File: src/rtl/lpht_pkg.sv
// Shared constants, command codes and controller/datapath interface types
// for the linear-probing key/value table. No dependencies.
package lpht_pkg;

    localparam int SLOTS_DEF      = 256;
    localparam int KEY_BITS_DEF   = 32;
    localparam int VALUE_BITS_DEF = 32;

    // Port widths of the item fields.
    localparam int CMD_W    = 3;
    localparam int KEY_W    = 32;
    localparam int VAL_W    = 32;
    localparam int STATUS_W = 2;
    localparam int COUNT_W  = 9;

    // Configuration port.
    localparam int CFG_ADDR_W = 2;
    localparam int CFG_DATA_W = 32;
    localparam int LIMIT_W    = 8;
    localparam logic [CFG_ADDR_W-1:0] REG_FILL_LIMIT = 2'd0;
    localparam logic [LIMIT_W-1:0]    FILL_LIMIT_RST = 8'd179;

    // Command codes.
    localparam logic [CMD_W-1:0] CMD_SET    = 3'd0;
    localparam logic [CMD_W-1:0] CMD_INSERT = 3'd1;
    localparam logic [CMD_W-1:0] CMD_UPDATE = 3'd2;
    localparam logic [CMD_W-1:0] CMD_GET    = 3'd3;
    localparam logic [CMD_W-1:0] CMD_CLEAR  = 3'd4;

    // Status codes.
    localparam logic [STATUS_W-1:0] ST_DONE     = 2'd0;
    localparam logic [STATUS_W-1:0] ST_PRESENCE = 2'd1;
    localparam logic [STATUS_W-1:0] ST_FULL     = 2'd2;

    // Commands from the controller to the datapath.
    typedef struct packed {
        logic load_item;  // capture the incoming beat
        logic addr_home;  // slot pointer to the key's home slot, probe count to zero
        logic addr_zero;  // slot pointer to the first slot
        logic rd_en;      // read the slot under the pointer
        logic step;       // advance pointer (wrapping) and probe count
        logic clr_write;  // mark the slot under the pointer empty
        logic commit;     // apply the command and load the result register
    } t_dp_cmd;

    // Status from the datapath to the controller.
    typedef struct packed {
        logic probe_stop; // slot read is empty or holds the key
        logic probe_last; // every slot has now been probed
        logic slot_last;  // pointer is on the last slot
        logic out_busy;   // result register still holds an untaken beat
    } t_dp_stat;

endpackage

File: src/rtl/lpht_ctrl.sv
// Sequencing controller for the linear-probing table: reset clearing pass,
// probe loop, clear sweep and result hand-off. Depends on lpht_pkg.
module lpht_ctrl (
    input  logic                       i_clk,
    input  logic                       i_rst_n,
    input  logic                       i_in_valid,
    input  logic [lpht_pkg::CMD_W-1:0] i_command,
    input  lpht_pkg::t_dp_stat         i_stat,
    output logic                       o_in_ready,
    output lpht_pkg::t_dp_cmd          o_cmd
);

    typedef enum logic [2:0] {
        S_INIT,
        S_IDLE,
        S_READ,
        S_CHECK,
        S_CLEAR,
        S_FINISH
    } t_state;

    t_state r_state;
    t_state n_state;
    logic   accept;

    assign o_in_ready = (r_state == S_IDLE);
    assign accept     = i_in_valid && o_in_ready;

    always_comb begin
        n_state = r_state;
        o_cmd   = '0;
        case (r_state)
            S_INIT: begin
                o_cmd.clr_write = 1'b1;
                o_cmd.step      = 1'b1;
                if (i_stat.slot_last) begin
                    n_state = S_IDLE;
                end
            end
            S_IDLE: begin
                if (accept) begin
                    o_cmd.load_item = 1'b1;
                    if (i_command == lpht_pkg::CMD_CLEAR) begin
                        o_cmd.addr_zero = 1'b1;
                        n_state         = S_CLEAR;
                    end else if (i_command <= lpht_pkg::CMD_GET) begin
                        o_cmd.addr_home = 1'b1;
                        n_state         = S_READ;
                    end else begin
                        n_state = S_FINISH;
                    end
                end
            end
            S_READ: begin
                o_cmd.rd_en = 1'b1;
                n_state     = S_CHECK;
            end
            S_CHECK: begin
                if (i_stat.probe_stop || i_stat.probe_last) begin
                    n_state = S_FINISH;
                end else begin
                    o_cmd.step = 1'b1;
                    n_state    = S_READ;
                end
            end
            S_CLEAR: begin
                o_cmd.clr_write = 1'b1;
                o_cmd.step      = 1'b1;
                if (i_stat.slot_last) begin
                    n_state = S_FINISH;
                end
            end
            S_FINISH: begin
                if (!i_stat.out_busy) begin
                    o_cmd.commit = 1'b1;
                    n_state      = S_IDLE;
                end
            end
            default: begin
                n_state = S_IDLE;
            end
        endcase
    end

    always_ff @(posedge i_clk) begin
        if (!i_rst_n) begin
            r_state <= S_INIT;
        end else begin
            r_state <= n_state;
        end
    end

endmodule

File: config.mk
export PLATFORM = sky130hd
export DESIGN_NAME = lpht_ctrl
export DESIGN_NICKNAME = d
export VERILOG_FILES = /design/src/rtl/lpht_pkg.sv /design/src/rtl/lpht_ctrl.sv
export SDC_FILE = /design/constraint.sdc
export NUM_CORES = 1
export LEC_CHECK = 0
export BUFFER_PORTS_ARGS = -buffer_cell sky130_fd_sc_hd__buf_4
export CORE_AREA = 2 2 39 41
export CTS_BUF_LIST = sky130_fd_sc_hd__clkbuf_16
export DETAILED_ROUTE_END_ITERATION = 8
export DIE_AREA = 0 0 41 43
export PLACE_DENSITY = 0.56
export SETUP_SLACK_MARGIN = 0.1
export SLEW_MARGIN = 10
export SYNTH_ARGS = -nofsm -noshare
export SYNTH_HDL_FRONTEND = slang
export SYNTH_SLANG_ARGS = --single-unit
export TNS_END_PERCENT = 50
File: constraint.sdc
create_clock -name i_clk -period 1.3 [get_ports i_clk]
set_input_delay 0.195 -clock i_clk [delete_from_list [all_inputs] [get_ports i_clk]]
set_output_delay 0.195 -clock i_clk [all_outputs]
set_load 0.03 [all_outputs]
==> summary.md <==
| Metric | Value |
|---|---|
| Clock network fraction of design power | between 60 and 70% |
| Detail Placement HPWL | 680 µm |
| Hold_buf cts | 0 |
| H-Tree Level Count | 1 |
| Hold_ws | just over 200 ps |
| WL/cell | 12.8 µm |
| CTS sink count | 3 |
| Synth area leaders | dfxtp_1, nor2_1, o21ai_0 |
| Grt ovf | 0 |
| CTS tree | yes |
| Kind of critical path | reg -> out |
| Internal | just under 600 µW |
| DR pass1 iterations | 4 |
| Commonest non-fill, non-tap cell in the layout | buf_4 |
| Fraction of the yosys area taken by sequential cells | approximately a fifth |
| Post-DR vias/cell | between 4 and 5 |
| Ant. Diodes | 0 |
| Die area | approximately 1800 µm² |
| Pin count of the biggest net entering global routing | 9 |
| Area share of the largest cell type after synthesis | about 20% |
| Setup TNS | -92.5 ps |
| MaxCap Viol Count | 0 |
| Final Non-Filler Cells | 85 |
| Worst-case clock buffer depth | 2 |
| CTS buffer count | 3 |
| Synthesized area per cell | 7.32 µm² |
| Port bufs | 17 |
| Final Hold Viols | 0 |
| Critical Path End Type | output port |
| Antenna violations before repair | 0 |
| Failing checks | negative setup slack |
| Final Skew | 4.26 ps |
| Clk root buf | clkbuf_16 |
| PwrDens | roughly 1100 nW/µm² |
| GRT Total Usage | a little over an eighth |
| Worst-path clk slew | approximately 30 ps |
| Die width | a little over 40 µm |
| Syn Nets | between 50 and 60 |
| Critical Path Source Type | register |
| Fillers | 133 |
| Pwr Total | roughly 770 µW |
| Finish-stage setup viols | 3 |
| Net Sw Frac | about a quarter |
| P_sw | between 150 and 200 µW |
| Core area | ~1400 µm² |
| Synth Instances | just over 40 |
| Period minus WS final | about 1400 ps |
| Achievable Freq | about 740 MHz |
| Final #Nets | 80 |
| Fin crit share | 104% |
| Mapped Area | around 300 µm² |
| RSZ-0062 raised after global routing | yes |
| Area added between synthesis and finish | 131% |
| DR vias | a little under 400 |
| Io pins | 18 |
| Comb pwr share | approximately 23% |
| Slew Limit Fails | 0 |
| Peak supply drop | 386 µV |
| Required @ worst endpoint | between 1000 and 1500 ps |
| Top reg by flops | r_state |
| Initial drt markers | 4 |
| Relative slew slack | 77.9% |
| Clock latency on the worst-skew pair | roughly 230 ps |
| Vias in the first global route | about 420 |
| Initial Utilization | about 22% |
| Final ANT Viol Nets | 0 |
| Worst-path maximum fanout | 4 |
| Largest register FFs | 3 |
| Static Leak | approximately 0.29 nW |
| Flop pwr share | a little over an eighth |
| Warnings, synthesis | 0 |
| Num rows | 14 |
| Worst Path Arrival | 1160 ps |
| Status | finished, violations left |
| Routability Congestion | ~0.83 |
| Most frequent cells in the layout | buf_4, buf_6, o21ai_0 |
| Number of remaining DRC errors | 0 |
| FF+latch count, synth | 3 |
| Hold Path Class | in -> reg |
| Distinct cell type count after synthesis | 25 |
| First-pass GRT wire length | 1660 µm |
| Placed cell count | 73 |
| Die H | 43 µm |
| Post-Place Worst Slack | 77.3 ps |
| Largest registers | r_state (3) |
| Slack of the critical path | -58.2 ps |
| Leading area contributor after synthesis | dfxtp_1 |
| Worst Tran Pin Value | approximately 330 ps |
| DRT Wirelength | about 1100 µm |
| Layout cells sized above 1 | between 70 and 80% |
kinds of logic (layout without fill, tap and decap cells):
| family | count (synthesis) | count (layout) | share of synthesized area (%) |
|---|---|---|---|
| and+or+nand+nor | 19 | 19 | 37.5 |
| DFF | 3 | 3 | 20.0 |
| buffers and inverters | 6 | 34 | 10.4 |
| AOI/OAI and AO/OA | 13 | 13 | 32.1 |
final timing paths:
path                                               from                       to  slack, ps  cells past startpoint
worst max-delay path            r_state[2]$_SDFFE_PN0P_                 o_cmd[4]        -60                      4
worst min-delay path                            i_rst_n  r_state[2]$_SDFFE_PN0P_        210                      2
worst max register to register  r_state[0]$_SDFFE_PN0P_  r_state[0]$_SDFFE_PN0P_         70                      4
worst min register to register  r_state[1]$_SDFFE_PN0P_  r_state[1]$_SDFFE_PN0P_        710                      3
routing by layer:
layer	vias up	share of wire, %	global-route usage, %	routed length, µm
li1	205	-	-	-
met3	0	4.9	2.09	53
met1	175	42	14.3	457
met4	0	0	9.33	0
met2	16	53	23.1	581
met5	-	0	0	0
worst max-delay path, cell delays in order, from the launching register on:
cell and delay [ps]:
dfxtp_4 350, nand2b_4 150, nor2_4 100, and4_4 210, buf_6 120
metrics by stage:
step,cell area [µm²],util (%)
after global placement,492,35.5
final,694,50.2
after detailed placement,492,35.5
after floorplan,353,-
after CTS,673,48.6
after global routing,694,50.2
cell type report:
cell class              count  area [µm²]  area share (%)
clock buffers               3        75.1            10.8
clock inverters             1        3.75           0.541
repair buffers             26         225            32.4
flip-flops and latches      3        71.3            10.3
multi-input cells          32         282            40.5
inverters                   4        17.5            2.52
well taps                  16        20.0            2.88
synthesized netlist by cell type (all sizes together):
master and n:
nor4 1, nand2 2, nor2 7, buf 2, inv 4, dfxtp 3, nor3b 1, nand4bb 1
a21oi 2, o21ai 6, nand3 1, or3b 1, nand2b 1, a31o 1, nor2b 1, o31ai 2
o2111a 1, a32oi 1, and4 1, and2b 1, nor3 1
repair_timing:
| item | CTS | global route |
|---|---|---|
| pin swaps | 8 | 1 |
| endpoints found under the setup margin | 9 | 10 |
| buffers inserted | 6 | 2 |
| gates resized for setup | 16 | 4 |
power by group through the flow:
| stage | Sequential (mW) | Combinational, mW | Clock [mW] |
|---|---|---|---|
| 4_1_cts | 0.103 | 0.166 | 0.488 |
| 3_5_place_dp | 0.110 | 0.134 | 0 |
| 6_report | 0.105 | 0.173 | 0.489 |
| 3_3_place_gp | 0.110 | 0.134 | 0 |
| 2_1_floorplan | 0.101 | 0.0919 | 0 |
| 5_1_grt | 0.106 | 0.184 | 0.503 |
No activity file was read; power rests on OpenSTA's default activity.
